**src/rtl/tbt_pkg.sv**
```systemverilog
// shared constants and types for the triangle barycentric test core
`timescale 1ns / 1ps
package tbt_pkg;

   localparam int COORD_FRAC_BITS = 14;
   localparam int COORD_W         = 18;
   localparam int WEIGHT_W        = 18;
   localparam int DIFF_W          = COORD_W + 1;
   localparam int PROD_W          = 2 * DIFF_W;
   localparam int CROSS_W         = PROD_W + 1;
   localparam int MAG_W           = CROSS_W - 1;
   localparam int NUM_W           = MAG_W + COORD_FRAC_BITS + 1;
   localparam int SGN_W           = NUM_W + 1;
   localparam int U_W             = SGN_W + 2;
   localparam int FRONT_STAGES    = 5;
   localparam int BACK_STAGES     = 2;
   localparam int LATENCY         = FRONT_STAGES + NUM_W + BACK_STAGES;

   typedef struct packed {
      logic in_tri;
      logic degen;
      logic neg_v;
      logic neg_w;
   } tag_type;

   // one divider cell's worth of data: two lanes sharing a divisor
   typedef struct packed {
      logic [MAG_W-1:0] rem_v;
      logic [MAG_W-1:0] rem_w;
      logic [NUM_W-1:0] quo_v;
      logic [NUM_W-1:0] quo_w;
      logic [MAG_W-1:0] den;
      tag_type          tag;
   } div_type;

endpackage

```
**src/rtl/tbt_back.sv**
```systemverilog
// sign restore, third weight and saturation
`timescale 1ns / 1ps
module tbt_back
   import tbt_pkg::*;
(
   input  logic                       clock,
   input  logic                       reset,
   input  logic                       in_valid,
   input  div_type                    in_data,
   output logic                       out_valid,
   output logic                       inside_res,
   output logic                       degenerate,
   output logic signed [WEIGHT_W-1:0] weight_u,
   output logic signed [WEIGHT_W-1:0] weight_v,
   output logic signed [WEIGHT_W-1:0] weight_w
);

   localparam logic signed [U_W-1:0] SAT_HI  = U_W'((1 << (WEIGHT_W - 1)) - 1);
   localparam logic signed [U_W-1:0] SAT_LO  = ~SAT_HI;
   localparam logic signed [U_W-1:0] ONE_VAL = U_W'(1) << COORD_FRAC_BITS;

   function automatic logic signed [WEIGHT_W-1:0] sat_weight(
      input logic signed [U_W-1:0] x
   );
      logic signed [U_W-1:0] y;
      y = x;
      if (x > SAT_HI) y = SAT_HI;
      if (x < SAT_LO) y = SAT_LO;
      return y[WEIGHT_W-1:0];
   endfunction

   logic                     valid_a_ff, valid_b_ff;
   logic signed [SGN_W-1:0]  v_ff, w_ff;
   tag_type                  tag_ff;
   logic                     inside_ff, degen_ff;
   logic signed [WEIGHT_W-1:0] wu_ff, wv_ff, ww_ff;
   logic signed [U_W-1:0]    u_full, v_full, w_full;

   always_ff @(posedge clock) begin
      if (reset) begin
         valid_a_ff <= 1'b0;
         valid_b_ff <= 1'b0;
      end else begin
         valid_a_ff <= in_valid;
         valid_b_ff <= valid_a_ff;
      end
   end

   assign v_full = U_W'(v_ff);
   assign w_full = U_W'(w_ff);
   assign u_full = ONE_VAL - v_full - w_full;

   always_ff @(posedge clock) begin
      v_ff      <= in_data.tag.neg_v ? -$signed({1'b0, in_data.quo_v})
                                     : $signed({1'b0, in_data.quo_v});
      w_ff      <= in_data.tag.neg_w ? -$signed({1'b0, in_data.quo_w})
                                     : $signed({1'b0, in_data.quo_w});
      tag_ff    <= in_data.tag;
      inside_ff <= tag_ff.in_tri;
      degen_ff  <= tag_ff.degen;
      wu_ff     <= tag_ff.degen ? '0 : sat_weight(u_full);
      wv_ff     <= tag_ff.degen ? '0 : sat_weight(v_full);
      ww_ff     <= tag_ff.degen ? '0 : sat_weight(w_full);
   end

   assign out_valid  = valid_b_ff;
   assign inside_res = inside_ff;
   assign degenerate = degen_ff;
   assign weight_u   = wu_ff;
   assign weight_v   = wv_ff;
   assign weight_w   = ww_ff;

endmodule

```
**config.mk**
```make
export PLATFORM = sky130hd
export DESIGN_NAME = tbt_back
export DESIGN_NICKNAME = d
export VERILOG_FILES = /design/src/rtl/tbt_pkg.sv /design/src/rtl/tbt_back.sv
export SDC_FILE = /design/constraint.sdc
export NUM_CORES = 1
export LEC_CHECK = 0
export ABC_AREA = 0
export BUFFER_PORTS_ARGS = -buffer_cell sky130_fd_sc_hd__buf_2
export CELL_PAD_IN_SITES_DETAIL_PLACEMENT = 1
export CELL_PAD_IN_SITES_GLOBAL_PLACEMENT = 1
export CORE_ASPECT_RATIO = 1.75
export CORE_MARGIN = 1.5
export CORE_UTILIZATION = 40
export DETAILED_ROUTE_END_ITERATION = 16
export GPL_TIMING_DRIVEN = 0
export PLACE_DENSITY = 0.89
export SETUP_SLACK_MARGIN = 0.5
export SKIP_CTS_REPAIR_TIMING = 1
export SYNTH_ARGS = -nofsm -noshare
export SYNTH_HDL_FRONTEND = slang
export SYNTH_SLANG_ARGS = --single-unit
```
**constraint.sdc**
```tcl
create_clock -name clock -period 5.9 [get_ports clock]
set_clock_uncertainty 0.05 [all_clocks]
set_input_delay 0.885 -clock clock [delete_from_list [all_inputs] [get_ports clock]]
set_output_delay 0.885 -clock clock [all_outputs]
set_load 0.1 [all_outputs]
```
==> results_dict.tcl, run 1 <==
set metrics [dict create \
    power_leakage_nw 5.91 \
    crit_arrival_ns 5.39 \
    htree_levels 4 \
    ir_drop_uv 314 \
    gr-total-overflow 0 \
    fin_nets 1974 \
    viasPerCell 5.96 \
    final_area_um2 13700 \
    placed_cells 1991 \
    fin_tns_setup_ns 0 \
    wl_um 44500 \
    antenna_found_initial 3 \
    drc 0 \
    ant_nets 0 \
    p_total_mw 4.75 \
    finalNonFillerCells 2031 \
    crit_chain "inv_1 -> ha_1 -> ha_1 -> clkbuf_1 -> a211o_1 -> a21oi_1 -> nand3_1 -> or2_2 -> o21a_1 -> o311ai_0 -> a21bo_2 -> a2111oi_0 -> nand4_1 -> buf_4 -> clkbuf_1 -> o21ai_0 -> a21oi_1" \
    ios 284 \
    wire_per_inst_um 21.9 \
    grt_pass1_vias 13200 \
    place_hpwl_um 35800 \
    drt_iter0_drc 557 \
    tightest_slew_ns 1.11 \
    p_per_area_nw_per_um2 347 \
    final-hold-violation-count 0 \
    numCtsBuffers 17 \
    clockRootBuffer "clkbuf_16" \
    clk_latency_ns 0.46 \
    cts_tree "done" \
    synth_ff_type "dfxtp_1" \
    cts_buffer_depth 2 \
    r2r_start "v_ff[21]" \
    ys_seq_area_share_pct 28.7 \
    status "finished, final reports clean" \
    die-area_um2 30400 \
    dr.pass1.iters 5 \
    syn_nets 1784 \
    area_delta_synth_final_pct 16.8 \
    start_kind "register" \
    coreArea_um2 28700 \
    start_util_pct 40.8 \
    cp-end-kind "register" \
    cp.required_ns 6.16 \
    setup_violations 0 \
    portBuffers 167 \
    hp-class "register to register" \
    report.final.slew_viol_count 0 \
    p_sw_mw 2.21 \
    vias 12100 \
    slowest_delay_ns 0.49 \
    min_period_ns 5.12 \
    crit_start "v_ff[21]" \
    fill_cells 3609 \
    whs_ns 0.284 \
    clkSinkCount 168 \
    layout-drive-gt1-share_pct 15.0 \
    worst-path-buf-inv 4 \
    slew_headroom_pct 25.0 \
    grt_pass1_wl_um 69200 \
    die_h_um 230 \
    rows 82 \
    ys_types 72 \
    synth_edf_count 0 \
    postSynthAreaPerCell_um2 8.11 \
    power_frac_clock_pct 23.3 \
    clk_pin_slew_ns 0.07 \
    path_max_fanout 10 \
    synth-seq-cells 168 \
    critPathTopFamily "compound AO/OA/AOI/OAI gates" \
    die_x_um 132 \
    synth_async_sr_flop_share_pct 0 \
    max_freq_mhz 195 \
    pwr-share-comb_pct 48.5 \
    rsz0062_at_grt "false" \
    dpl-instance-area_um2 13000 \
    critPathSlowestCell "a2111oi_0" \
    yosysWarnings 0 \
    synthCells 1446 \
    setup.worst_path.class "register to register" \
    syn_area_um2 11700 \
    period_share_pct 86.9 \
    maxCapViolCount 0 \
    switching_share_pct 46.6 \
    seqPwrFrac_pct 28.2 \
    grt_usage_pct 29.1 \
    p_int_mw 2.54 \
    gp_congestion 0.913 \
    grt_max_degree 18 \
    min-delay-start "tag_ff[3]" \
]
[worst reg2reg max path, cell delays in order (launching register included)]
cell       delay [ns]
dfxtp_1          0.38
inv_1            0.08
ha_1             0.31
ha_1             0.29
clkbuf_1         0.21
a211o_1          0.36
a21oi_1          0.30
nand3_1          0.26
or2_2            0.39
o21a_1           0.24
o311ai_0         0.48
a21bo_2          0.29
a2111oi_0        0.49
nand4_1          0.15
buf_4            0.20
clkbuf_1         0.21
o21ai_0          0.23
a21oi_1          0.07
[cell usage after synthesis, types with 6 or more instances]
library cell  instances  area [µm²]
inv_1               132         495
a21oi_1              94         470
dfxtp_1             168        3360
clkbuf_1             55         206
o41ai_1              14         123
nand4_1              49         307
ha_1                110        1380
nor2_1               61         229
xnor2_1             119        1040
or3_1                21         131
xor2_1               13         114
nand2b_1              8        50.1
nor4_1               32         200
or4_1                24         180
a211o_1               6        52.6
a211oi_1             12        90.1
a41oi_1               6        52.6
a21o_1               21         158
a31oi_1               8        50.1
a2111oi_0             7        61.3
o31ai_1              39         293
nand3_1              40         200
nand2_1             110         413
o21ai_0              97         485
and2_1                7        43.8
o21bai_1              9        67.6
nor3_1               22         110
nor2b_1               7        43.8
o21a_1               44         330
and3_1                8        50.1
o211ai_1              8        60.1
[worst paths after layout]
path         depth (start not counted)      endpoint  slack (ns)
max                                 17  weight_u[15]        0.78
min                                  0    inside_res        0.28
max reg2reg                         17  weight_u[15]        0.78
min reg2reg                          0    inside_res        0.28
[registers in the layout, indices dropped and copies added, names as in the netlist]
register    count
weight_w       18
tag_ff          2
weight_u       18
degenerate      1
inside_res      1
w_ff           54
v_ff           54
valid_a_ff      1
weight_v       18
out_valid       1
[cells by family after synthesis]
logic type      synth area share, %
simple gates                   19.6
compound gates                 23.2
buf+inv                        6.24
flops                          28.7
xor+xnor                       9.86
fa+ha+maj                      11.9
mux                           0.544
[stage by stage]
step	utilization (%)	setup slack, ns
final	47.7	0.775
after CTS	47.4	0.185
after floorplan	-	1.30
after detailed placement	45.4	0.225
after global routing	47.7	0.518
after global placement	45.4	0.419
[per-layer routing]
metal	global-route usage, %	wire, µm	vias up	part of all wire (%)
met4	20.9	3210	0	7.2
met1	28.3	16100	5900	36
met5	0	0	-	0
li1	-	-	5656	-
met2	55.3	23700	367	53
met3	4.27	1420	183	3.2
[cell usage in the layout (no fill, tap or decap), types with 22 or more instances in the layout]
cell / netlist / routed
nor4_1: 32 / 31
nand2_1: 110 / 110
or4_1: 24 / 24
a21oi_1: 94 / 93
o21ai_0: 97 / 96
dfxtp_1: 168 / 168
nand3_1: 40 / 40
nor3_1: 22 / 22
o21a_1: 44 / 44
o31ai_1: 39 / 39
buf_2: 0 / 167
nand4_1: 49 / 49
inv_1: 132 / 132
xnor2_1: 119 / 119
clkbuf_1: 55 / 55
ha_1: 110 / 110
nor2_1: 61 / 60
[final cells by class]
class	instances	area [µm²]	share of cell area, %
antenna	4	10.0	0.0731
buffer	59	236	1.73
clock buffer	18	439	3.21
clock inverter	14	134	0.977
inverter	132	495	3.62
multi-input combinational	1087	7680	56.1
sequential	168	3360	24.6
tap	378	473	3.45
timing repair buffer	171	866	6.32
[power groups by stage]
stage	Sequential, mW	Clock, mW	Combinational (mW)
2_1_floorplan	1.62	0	1.33
3_3_place_gp	1.35	0	2.15
3_5_place_dp	1.36	0	2.23
4_1_cts	1.34	1.12	2.26
5_1_grt	1.35	1.16	2.50
6_report	1.34	1.11	2.31
(Power assumes the default switching activity.)
==> run 2, diff against run 1 <==
Settings changed: ABC_AREA 0 to 1, CORE_UTILIZATION 40 to 39, PLACE_DENSITY 0.89 to 0.9.
==> results_dict.tcl, run 2 <==
set metrics [dict create \
    placed_cells 2789 \
    antenna_found_initial 0 \
    start_kind "register" \
    vias 14900 \
    setup.worst_path.class "register to register" \
    switching_share_pct 49.2 \
    synth-seq-cells 168 \
    wl_um 57800 \
    slew_headroom_pct 17.6 \
    drc 0 \
    cts_tree "done" \
    power_frac_clock_pct 24.1 \
    grt_usage_pct 32.8 \
    fin_tns_setup_ns 0 \
    p_total_mw 4.94 \
    die_h_um 249 \
    seqPwrFrac_pct 26.5 \
    yosysWarnings 0 \
    clockRootBuffer "clkbuf_16" \
    layout-drive-gt1-share_pct 11.9 \
    yosysTopAreaCell "dfxtp_1" \
    max_freq_mhz 230 \
    ys_seq_area_share_pct 25.0 \
    clk_pin_slew_ns 0.08 \
    mostFrequentLayoutCell "nand2_1" \
    wire_per_inst_um 20.5 \
    fin_ws_ns 1.54 \
    viasPerCell 5.27 \
    syn_area_um2 13500 \
    cp-end-kind "register" \
    area_delta_synth_final_pct 15.1 \
    ys_types 46 \
    place_hpwl_um 47500 \
    finalNonFillerCells 2821 \
    synthCells 2167 \
    grt_pass1_vias 16200 \
    ios 284 \
    rsz0062_at_grt "false" \
    antenna_cells 0 \
    maxCapViolCount 0 \
    period_share_pct 73.8 \
    p_int_mw 2.51 \
    rr_worst_depth 21 \
    coreArea_um2 33900 \
    crit_arrival_ns 4.66 \
    cts_buffer_depth 2 \
    grt_max_degree 22 \
    ir_drop_uv 233 \
    whs_ns 0.283 \
    synth_most_common_cell "nand2_1" \
    synth_top_area_share_pct 25.0 \
    top_regs "v_ff (54), w_ff (54)" \
    hold_depth 0 \
    synth_common_cells "nand2_1 (616), inv_1 (421), nor2_1 (224), dfxtp_1 (168), a21oi_1 (114)" \
    cp.required_ns 6.21 \
    die_x_um 143 \
    gr-total-overflow 0 \
    hp-class "register to register" \
    postSynthAreaPerCell_um2 6.22 \
    dpl-instance-area_um2 14900 \
    synth_ff_type "dfxtp_1" \
    synth_edf_count 0 \
    fill_cells 4677 \
    synth_area_leaders "dfxtp_1 (25%), nand2_1 (17%), inv_1 (12%)" \
    path_max_fanout 10 \
    setup_violations 0 \
    clk_latency_ns 0.46 \
    ant_nets 0 \
    die-area_um2 35700 \
    grt_pass1_wl_um 88200 \
    final_cell_mix "nand2_1 (616), inv_1 (421), nor2_1 (224)" \
    p_per_area_nw_per_um2 318 \
    tightest_slew_ns 1.22 \
    report.final.slew_viol_count 0 \
    rows 89 \
    utilization_pct 45.8 \
    final-hold-violation-count 0 \
    dp_slack_ns 1.80 \
    synth_async_sr_flop_share_pct 0 \
    portBuffers 167 \
    dr.pass1.iters 5 \
    syn_nets 2505 \
    final_area_um2 15500 \
    pwr-share-comb_pct 49.3 \
    htree_levels 4 \
    fin_nets 2691 \
    status "finished, final reports clean" \
    numCtsBuffers 17 \
    power_leakage_nw 8.44 \
    p_sw_mw 2.43 \
    drt_iter0_drc 633 \
    clkSinkCount 168 \
    gp_congestion 0.998 \
    min_period_ns 4.36 \
    start_util_pct 39.8 \
]
run 2: path summary, 6_finish.rpt:
path | startpoint | to | slack (ns)
worst min-delay path | tag_ff[3] | inside_res | 0.28
worst max-delay path | v_ff[17] | weight_u[6] | 1.54
worst max register to register | v_ff[17] | weight_u[6] | 1.54
worst min register to register | tag_ff[3] | inside_res | 0.28
run 2: power groups by stage:
| stage | combinational (mW) | sequential, mW | clock (mW) |
|---|---|---|---|
| after global routing | 2.66 | 1.32 | 1.24 |
| after floorplan | 1.39 | 1.59 | 0 |
| final | 2.43 | 1.31 | 1.19 |
| after global placement | 2.30 | 1.33 | 0 |
| after detailed placement | 2.37 | 1.33 | 0 |
| after CTS | 2.41 | 1.31 | 1.19 |
run 2: cell type report:
cell class              count  area [µm²]  area share (%)
plain buffers              19        87.6           0.565
clock buffers              17         425            2.74
clock inverters            15         204            1.32
inverters                 435        1630            10.5
multi-input cells        1545        8380            54.1
flip-flops and latches    168        3360            21.7
well taps                 455         569            3.67
repair buffers            167         836            5.39
run 2: kinds of logic (layout without fill, tap and decap cells):
kind of cell	count (synthesis)	count (layout)	synth area share, %
AND/OR/NAND/NOR	1142	1142	37.0
flip-flops	168	168	25.0
adder cells (fa/ha/maj)	111	111	10.4
XOR/XNOR	116	116	7.68
buffers and inverters	454	653	12.8
AO/OA/AOI/OAI	176	176	7.25
run 2: worst max-delay path, stage by stage (launching register included):
cell     delay (ns)
dfxtp_1        0.46
inv_1          0.11
ha_1           0.31
ha_1           0.41
nand2_1        0.15
inv_1          0.10
nand2_1        0.07
nor2_1         0.33
nand4_1        0.23
nand3_1        0.36
nand2_1        0.11
nand2_1        0.12
nand2_1        0.07
nor2_1         0.26
nand2_1        0.08
nor2_1         0.17
nand2_1        0.09
nor2_2         0.12
nand2_2        0.21
buf_6          0.22
a21oi_1        0.16
nor2_1         0.06
run 2: layer usage:
layer | track usage, % | part of all wire, % | wire [µm] | vias up
li1 | - | - | - | 7125
met1 | 32.6 | 36 | 20700 | 6987
met2 | 60.0 | 52 | 29800 | 524
met3 | 3.04 | 3.3 | 1920 | 237
met4 | 26.9 | 9.4 | 5420 | 0
met5 | 0 | 0 | 0 | -
