File: config.mk
export PLATFORM = sky130hd
export DESIGN_NAME = tbt_div_cell
export DESIGN_NICKNAME = d
export VERILOG_FILES = /design/src/rtl/tbt_pkg.sv /design/src/rtl/tbt_div_cell.sv
export SDC_FILE = /design/constraint.sdc
export NUM_CORES = 1
export LEC_CHECK = 0
export ABC_CLOCK_PERIOD_IN_PS = 3700
export BUFFER_PORTS_ARGS = -buffer_cell sky130_fd_sc_hd__buf_2
export CAP_MARGIN = 0
export CORE_MARGIN = 5
export CORE_UTILIZATION = 35
export DETAILED_ROUTE_END_ITERATION = 16
export GPL_TIMING_DRIVEN = 1
export PLACE_DENSITY = 0.73
export SYNTH_ARGS = -nofsm -noshare
export SYNTH_HDL_FRONTEND = slang
export SYNTH_SLANG_ARGS = --single-unit
File: constraint.sdc
create_clock -name clock -period 3.7 [get_ports clock]
set_input_delay 0.37 -clock clock [delete_from_list [all_inputs] [get_ports clock]]
set_output_delay 0.37 -clock clock [all_outputs]
set_load 0.05 [all_outputs]
File: src/rtl/tbt_pkg.sv
// shared constants and types for the triangle barycentric test core
`timescale 1ns / 1ps
package tbt_pkg;

   localparam int COORD_FRAC_BITS = 14;
   localparam int COORD_W         = 18;
   localparam int WEIGHT_W        = 18;
   localparam int DIFF_W          = COORD_W + 1;
   localparam int PROD_W          = 2 * DIFF_W;
   localparam int CROSS_W         = PROD_W + 1;
   localparam int MAG_W           = CROSS_W - 1;
   localparam int NUM_W           = MAG_W + COORD_FRAC_BITS + 1;
   localparam int SGN_W           = NUM_W + 1;
   localparam int U_W             = SGN_W + 2;
   localparam int FRONT_STAGES    = 5;
   localparam int BACK_STAGES     = 2;
   localparam int LATENCY         = FRONT_STAGES + NUM_W + BACK_STAGES;

   typedef struct packed {
      logic in_tri;
      logic degen;
      logic neg_v;
      logic neg_w;
   } tag_type;

   // one divider cell's worth of data: two lanes sharing a divisor
   typedef struct packed {
      logic [MAG_W-1:0] rem_v;
      logic [MAG_W-1:0] rem_w;
      logic [NUM_W-1:0] quo_v;
      logic [NUM_W-1:0] quo_w;
      logic [MAG_W-1:0] den;
      tag_type          tag;
   } div_type;

endpackage

File: src/rtl/tbt_div_cell.sv
// one restoring division step for both weight lanes
`timescale 1ns / 1ps
module tbt_div_cell
   import tbt_pkg::*;
(
   input  logic    clock,
   input  logic    reset,
   input  logic    in_valid,
   input  div_type in_data,
   output logic    out_valid,
   output div_type out_data
);

   logic    valid_ff;
   div_type data_ff, data_in;

   always_comb begin
      logic [MAG_W:0] t_v, t_w, dif_v, dif_w;
      t_v   = {in_data.rem_v, in_data.quo_v[NUM_W-1]};
      t_w   = {in_data.rem_w, in_data.quo_w[NUM_W-1]};
      dif_v = t_v - {1'b0, in_data.den};
      dif_w = t_w - {1'b0, in_data.den};
      data_in       = in_data;
      // top bit of the difference is the borrow
      data_in.rem_v = dif_v[MAG_W] ? t_v[MAG_W-1:0] : dif_v[MAG_W-1:0];
      data_in.rem_w = dif_w[MAG_W] ? t_w[MAG_W-1:0] : dif_w[MAG_W-1:0];
      data_in.quo_v = {in_data.quo_v[NUM_W-2:0], ~dif_v[MAG_W]};
      data_in.quo_w = {in_data.quo_w[NUM_W-2:0], ~dif_w[MAG_W]};
   end

   always_ff @(posedge clock) begin
      if (reset) begin
         valid_ff <= 1'b0;
      end else begin
         valid_ff <= in_valid;
      end
   end

   always_ff @(posedge clock) begin
      data_ff <= data_in;
   end

   assign out_valid = valid_ff;
   assign out_data  = data_ff;

endmodule

==> results of run 1 <==
-- path summary, 6_finish.rpt --
path | startpoint | end | cells past startpoint
worst min-delay path | in_data[5] | out_data[5]$_DFF_P_ | 1
worst max-delay path | in_data[10] | out_data[153]$_DFF_P_ | 16
-- cell families after synthesis --
logic type	after synthesis	share of synthesized area (%)
XOR/XNOR	67	6.17
flip-flops	225	46.8
adder cells (fa/ha/maj)	78	10.3
buffers and inverters	85	3.68
AND/OR/NAND/NOR	164	8.34
AO/OA/AOI/OAI	231	16.0
multiplexers	76	8.79
-- per-layer routing --
layer  vias up  GRT usage [%]  share of wire [%]  wire, µm
li1       4538              -                  -         -
met1      4310           26.2                 39     14700
met2       372           40.1                 49     18300
met3        96           6.05                7.1      2680
met4        12           11.4                5.1      1920
met5         -              0               0.20        76
-- stage by stage --
step / hold WS (ns) / std cells / instance area (µm²) / TNS (ns) / utilization [%]
finish: 0.0404 / 1918 / 14900 / 0 / 55.1
global route: 0.0248 / 1917 / 14900 / 0 / 55.1
CTS: 0.0133 / 1912 / 14800 / 0 / 54.9
detailed placement: 0.474 / 1722 / 12500 / -0.000791 / 46.1
global placement: 0.472 / 1722 / 12500 / 0 / 46.1
floorplan: 0.398 / 926 / 9630 / 0 / -
-- layout make-up --
cell class,instances,area [µm²],share of cell area [%]
flip-flops and latches,225,4500,30.2
well taps,341,427,2.87
diodes,6,15.0,0.101
repair buffers,625,3970,26.6
multi-input cells,616,4830,32.4
clock buffers,29,682,4.58
clock inverters,15,236,1.59
inverters,61,229,1.54
-- cell usage in the layout (no fill, tap or decap), types with 46 or more instances in the layout --
cell type	instances
xnor2_1	46
nor2_1	48
buf_2	451
dlygate4sd3_1	146
a21oi_1	66
mux2_2	61
ha_1	74
dfxtp_1	225
a21o_1	49
inv_1	61
-- repair_timing --
action / in CTS / in global routing
setup endpoints to repair: 0 / 70
hold endpoints to repair: 146 / 0
hold buffers: 146 / 0
gates resized for setup: 0 / 7
-- flip-flops by register name, summed over array words and instances (netlist names) --
register,flops
out_data,224
out_valid,1
-- power breakdown --
| part | internal [µW] | total (µW) | switching, µW |
|---|---|---|---|
| Combinational | 916 | 2710 | 1790 |
| Sequential | 2700 | 2790 | 92.8 |
| Clock | 1680 | 2750 | 1070 |
| Total | 5300 | 8250 | 2950 |
==> impl_metrics.ini, run 1 <==
[yosys]
async_flop_share_pct = 0
yosys_warnings = 0
syn_area_per_cell_um2 = 10.4
synth_common_cells = 225 x dfxtp_1, 76 x ha_1, 67 x a21oi_1
yosys-top-cells-area = dfxtp_1 47%, ha_1 9.9%, mux2_2 7.1%
yosysTopAreaCell = dfxtp_1
yosysMostFrequentCell = dfxtp_1
syn_nets = 1231
yosysUniqueCellTypes = 67
syn_inst = 926
ys_seq_area_share_pct = 46.8
netlist_area_mm2 = 0.00963
synth_top_flop_cell = dfxtp_1
synth_edf_count = 0
netlist.area_leader.share_pct = 46.8
ys_seq_elements = 225

[die]
die-area_mm2 = 0.0309
pin_count = 452
fp.coreArea_mm2 = 0.0270
fp-row-count = 60
initial_core_util_pct = 35.6
die_w_um = 176
die_y_um = 176

[timing]
fmax_ghz = 0.284
slew_violations = 0
setup_viol_count_final = 0
finalHoldViolCount = 0
rsz0062_at_grt = false
timing.final.ws_setup_ns = 0.177
fin_crit_sh_pct = 95.2
slew_headroom_pct = 63.4
worst_slew_pin_slew_ns = 0.543
fin_crit_ns = 3.52

[detailed_routing]
wl_per_cell_um = 19.6
drt_iter0_markers = 465
firstDrtPassIters = 5
num_vias = 9328
vias_per_cell = 4.86
drc = 0
postRouteWirelength_um = 37700
ant_nets = 0

[critical_path]
critPathKind = input port to flop
path_delay_family = buffers and inverters
cp_slowest_stage_delay_ns = 0.53
required_ns = 4.12
worstPathArrival_ns = 3.94
critical-path-slowest-cell = dlygate4sd3_1
path_max_fanout = 33
crit_buf_inv = 6
crit_chain = dlygate4sd3_1 > buf_2 > inv_1 > ha_1 > o21ai_0 > buf_4 > or4_1 > a21o_1 > nand3_1 > a31o_2 > a221oi_2 > buf_4 > o21ai_2 > xor2_4 > buf_12 > mux2_2
cp-end-kind = flop
cp_common_cell = buf_4
start_kind = input port

[pwr]
power_leakage_uw = 0.00733
finalPower_uw = 8250
vdd_ir_drop_max_mv = 0.342
p_per_area_mw_per_mm2 = 554

[clock_network]
path_clk_slew_ns = 0.06
numCtsBuffers = 26
root_buffer = clkbuf_16
clock_path_buffers = 3
post_cts_buffers = 0
cts_tree = done
htree_levels = 1
clock-sinks = 225

[placement]
portBuffers = 451
dp_slack_ns = -0.000791
hpwl_um = 28800
routabilityCongestion = 0.962

[global_routing]
grt_pass1_vias = 9706
grt-ovfl-total = 0
grt_pass1_wl_um = 56000
grt_antenna_before_repair = 12
grt_max_degree = 34
grt_usage_pct = 23.1

[job]
drv_cap = 0

[final_layout]
synthToLayoutAreaGrowth_pct = 54.6
nets = 1860
fillCellCount = 2343
drive_gt1_share_pct = 38.2

[worst_hold_path]
hp-class = input port to flop

[run_status]
status = completed
(Power assumes the default switching activity.)
==> run 2, diff against run 1 <==
--- a/config.mk
+++ b/config.mk
@@ -10,6 +10,7 @@
 export CAP_MARGIN = 0
 export CORE_MARGIN = 5
 export CORE_UTILIZATION = 35
+export CTS_BUF_LIST = sky130_fd_sc_hd__clkbuf_4 sky130_fd_sc_hd__clkbuf_8 sky130_fd_sc_hd__clkbuf_16
 export DETAILED_ROUTE_END_ITERATION = 16
 export GPL_TIMING_DRIVEN = 1
 export PLACE_DENSITY = 0.73
==> run 2 against run 1 <==
Non-clock buffer count did not move. Setup slack got worse by 0.032 ns. Core utilization did not move.
==> impl_metrics.ini, run 2 (synthesis gave the netlist of run 1 again) <==
[timing]
fin_crit_ns = 3.55
worst_slew_pin_slew_ns = 0.538
fmax_ghz = 0.281
slew_violations = 0
fin_crit_sh_pct = 96.1
setup_viol_count_final = 0
fin_tns_setup_ns = 0
rsz0062_at_grt = false
finalHoldViolCount = 0
slew_headroom_pct = 63.8

[detailed_routing]
num_vias = 9347
vias_per_cell = 4.87
firstDrtPassIters = 5
drt_iter0_markers = 481
drc = 0
postRouteWirelength_um = 37600
ant_nets = 0
wl_per_cell_um = 19.6

[final_layout]
largest_reg_flops = 224
final_cell_mix = 451 x buf_2, 225 x dfxtp_1, 146 x dlygate4sd3_1
multiInputGateArea_mm2 = 0.00483
nets = 1860
synthToLayoutAreaGrowth_pct = 54.6
drive_gt1_share_pct = 38.2
ff_latch_area_mm2 = 0.00450
fillCellCount = 2347
layout.cells.non_filler = 1918
final_common_cell = buf_2

[critical_path]
worstPathArrival_ns = 3.97
start_kind = input port
path_delay_family = buffers and inverters
cp_slowest_stage_delay_ns = 0.53
cp-end-kind = flop
timing.critical_path.from = in_data[8]
cp_common_cell = buf_4
path_max_fanout = 33
critical-path-slowest-cell = dlygate4sd3_1
required_ns = 4.11
critPathKind = input port to flop
crit_chain = dlygate4sd3_1 > buf_2 > inv_1 > ha_1 > a21oi_1 > nor2b_1 > buf_4 > a21o_1 > nand3_1 > a31o_2 > a221oi_2 > buf_4 > o21ai_2 > xor2_4 > buf_12 > mux2_2
crit_buf_inv = 6

[clock_network]
cts_tree = done
clock_path_buffers = 3
path_clk_slew_ns = 0.06
clock-sinks = 225
numCtsBuffers = 26
root_buffer = clkbuf_16
htree_levels = 1

[global_routing]
grt_max_degree = 34
grt_usage_pct = 23.1
grt_pass1_vias = 9695
grt-ovfl-total = 0
grt_antenna_before_repair = 12
grt_pass1_wl_um = 56100

[placement]
hpwl_um = 28800
portBuffers = 451
routabilityCongestion = 0.962
dpl.cell_count = 1722

[die]
pin_count = 452
die_y_um = 176
initial_core_util_pct = 35.6
die_w_um = 176
fp-row-count = 60
die-area_mm2 = 0.0309
fp.coreArea_mm2 = 0.0270

[job]
drv_cap = 0

[run_status]
status = completed

[pwr]
power_leakage_uw = 0.00733
finalPower_uw = 8260
vdd_ir_drop_max_mv = 0.342
p_per_area_mw_per_mm2 = 555

[worst_hold_path]
hp-class = input port to flop
min_from = in_data[5]
==> run 2: path summary, 6_finish.rpt <==
path  depth (start not counted)               endpoint
max                          16  out_data[153]$_DFF_P_
min                           1    out_data[5]$_DFF_P_
==> run 2: routing by layer <==
layer	up-vias	routed length, µm	global-route usage [%]
met3	96	2630	6.09
met5	-	73	0
met4	12	1870	10.8
met2	357	18400	40.4
li1	4541	-	-
met1	4341	14700	26.3
==> run 2: power breakdown <==
part | internal, µW | switching [µW] | total [µW]
Clock | 1690 | 1070 | 2760
Sequential | 2700 | 92.6 | 2790
Combinational | 916 | 1790 | 2710
Total | 5310 | 2950 | 8260
==> run 2: final cells by class <==
cell class                      count  area share [%]
Multi-Input combinational cell    616            32.4
Antenna cell                        6           0.101
Tap cell                          341            2.87
Inverter                           61            1.54
Clock buffer                       29            4.60
Timing Repair Buffer              625            26.6
Sequential cell                   225            30.2
Clock inverter                     15            1.59
==> run 2: timing repair <==
item / in CTS / in global routing
buffers inserted: 0 / 0
endpoints found under the hold margin: 146 / 0
resized for setup: 0 / 6
endpoints found under the setup margin: 0 / 70
hold buffers: 146 / 0
==> run 2: stage by stage <==
step | setup slack [ns] | hold slack, ns | area, µm² | utilization [%]
6_report | 0.145 | 0.0435 | 14900 | 55.1
3_3_place_gp | 0.0312 | 0.472 | 12500 | 46.1
5_1_grt | 0.00935 | 0.0263 | 14900 | 55.1
2_1_floorplan | 0.427 | 0.398 | 9630 | -
3_5_place_dp | -0.000791 | 0.474 | 12500 | 46.1
4_1_cts | 0.0446 | 0.0137 | 14900 | 55.0
==> run 3, diff against run 2 <==
--- a/config.mk
+++ b/config.mk
@@ -8,11 +8,10 @@
 export ABC_CLOCK_PERIOD_IN_PS = 3700
 export BUFFER_PORTS_ARGS = -buffer_cell sky130_fd_sc_hd__buf_2
 export CAP_MARGIN = 0
-export CORE_MARGIN = 5
-export CORE_UTILIZATION = 35
+export CORE_AREA = 5 5 172 174
 export CTS_BUF_LIST = sky130_fd_sc_hd__clkbuf_4 sky130_fd_sc_hd__clkbuf_8 sky130_fd_sc_hd__clkbuf_16
 export DETAILED_ROUTE_END_ITERATION = 16
-export GPL_TIMING_DRIVEN = 1
+export DIE_AREA = 0 0 177 179
 export PLACE_DENSITY = 0.73
 export SYNTH_ARGS = -nofsm -noshare
 export SYNTH_HDL_FRONTEND = slang
==> run 3 against run 2 <==
Flip-flop and latch count did not move. Core utilization down 1.1 points. Sequential share of layout area about the same. Sequential power hardly changed. Critical path depth down 2. Clock-buffer cell count up 6. Total power fell by 1.8%. Cell count is 1.7% higher. Non-clock buffer count shrank 1. First-iteration DRC count is 12% lower. Via count up 1.6%. Critical path type unchanged. Critical endpoint is now out_data[181]$_DFF_P_. Largest cell class unchanged. Largest power group unchanged.
==> impl_metrics.ini, run 3 (synthesis gave the netlist of run 1 again) <==
[final_layout]
design_area_mm2 = 0.0149
layout.cells.non_filler = 1951
final_cell_mix = 451 x buf_2, 225 x dfxtp_1, 146 x dlygate4sd3_1
nets = 1858
final_common_cell = buf_2
largest_reg_flops = 224
drive_gt1_share_pct = 38.2
synthToLayoutAreaGrowth_pct = 54.8

[worst_hold_path]
hp-class = input port to flop
hold_path_depth = 2
min_from = in_valid
hold_end = out_valid$_SDFF_PP0_

[critical_path]
crit_chain = dlygate4sd3_1 > buf_2 > inv_1 > ha_1 > nor2_1 > a211o_1 > a311oi_1 > o22ai_1 > buf_4 > o211ai_1 > a32oi_1 > o21ai_0 > xor2_1 > mux2_2
path_depth = 14
start_kind = input port
critPathKind = input port to flop
path_max_fanout = 4
crit_buf_inv = 4
required_ns = 4.13
cp_slowest_stage_delay_ns = 0.54
worstPathArrival_ns = 3.98
critical-path-slowest-cell = dlygate4sd3_1
path_delay_family = compound AO/OA/AOI/OAI gates
cp-end-kind = flop

[timing]
slew_headroom_pct = 61.0
slew_violations = 0
setup_viol_count_final = 0
fmax_ghz = 0.282
fin_crit_sh_pct = 95.9
hold_slack_ns = 0.0611
fin_crit_ns = 3.55
fin_tns_setup_ns = 0
finalHoldViolCount = 0
worst_slew_pin_slew_ns = 0.578

[global_routing]
grt_pass1_wl_um = 55000
grt_pass1_vias = 9677
grt_max_degree = 28
grt_usage_pct = 22.3
grt_antenna_before_repair = 12
grt-ovfl-total = 0

[job]
drv_cap = 0

[clock_network]
cts_tree = done
root_buffer = clkbuf_16
path_clk_slew_ns = 0.06
clock-sinks = 225
numCtsBuffers = 25
clock_path_buffers = 3
htree_levels = 1

[placement]
routabilityCongestion = 0.940
portBuffers = 451
place_area_mm2 = 0.0125
dpl.cell_count = 1754
hpwl_um = 28800

[detailed_routing]
drc = 0
firstDrtPassIters = 8
num_vias = 9498
postRouteWirelength_um = 37800
wl_per_cell_um = 19.4
ant_nets = 0
drt_iter0_markers = 425
vias_per_cell = 4.87

[pwr]
p_per_area_mw_per_mm2 = 544
finalPower_uw = 8120
vdd_ir_drop_max_mv = 0.427
power_leakage_uw = 0.00732

[die]
die_y_um = 179
die-area_mm2 = 0.0317
die_w_um = 177
fp-row-count = 61
fp.coreArea_mm2 = 0.0276
pin_count = 452
initial_core_util_pct = 34.9

[run_status]
status = completed
[run 3: cell types whose count changed in the layout (fill, tap and decap cells not counted), sizes merged]
cell	delta
clkinvlp	-1
clkbuf	+7
clkinv	-2
bufinv	-3
diode	-3
buf	-2
[run 3: worst max-delay path by stage]
stage,startpoint,endpoint
2_1_floorplan,in_data[25],out_data[216]$_DFF_P_
3_3_place_gp,in_data[147],out_data[190]$_DFF_P_
3_5_place_dp,in_data[147],out_data[196]$_DFF_P_
4_1_cts,in_data[6],out_data[196]$_DFF_P_
5_1_grt,in_data[25],out_data[214]$_DFF_P_
6_report,in_data[6],out_data[181]$_DFF_P_
[run 3: area by class of cell]
cell class / instances / area, µm²
multi-input combinational: 616 / 4860
tap: 378 / 473
fill: 2405 / 12700
clock buffer: 35 / 732
clock inverter: 9 / 123
sequential: 225 / 4500
timing repair buffer: 624 / 3980
antenna: 3 / 7.51
inverter: 61 / 229
[run 3: timing repair]
action	4_1_cts	5_1_grt
setup buffers	0	3
hold buffers	146	0
gates resized for setup	0	16
hold endpoints to repair	146	0
setup endpoints to repair	0	73
[run 3: per-stage QoR]
stage          worst slack [ns]  utilization, %
5_1_grt                -0.00928            53.9
4_1_cts                  0.0272            53.5
2_1_floorplan             0.427               -
3_5_place_dp            -0.0370            45.1
6_report                  0.150            54.0
3_3_place_gp             0.0313            45.1
[run 3: metal layers]
metal	GRT usage, %	vias to the layer above	routed length, µm
met5	0	-	78
met4	10.2	16	1880
li1	-	4539	-
met2	38.9	426	18300
met3	5.69	117	2750
met1	25.8	4400	14800
[run 3: where the power goes]
group / total (µW) / internal (µW) / switching [µW]
Sequential: 2780 / 2700 / 81.5
Clock: 2590 / 1530 / 1060
Combinational: 2750 / 932 / 1820
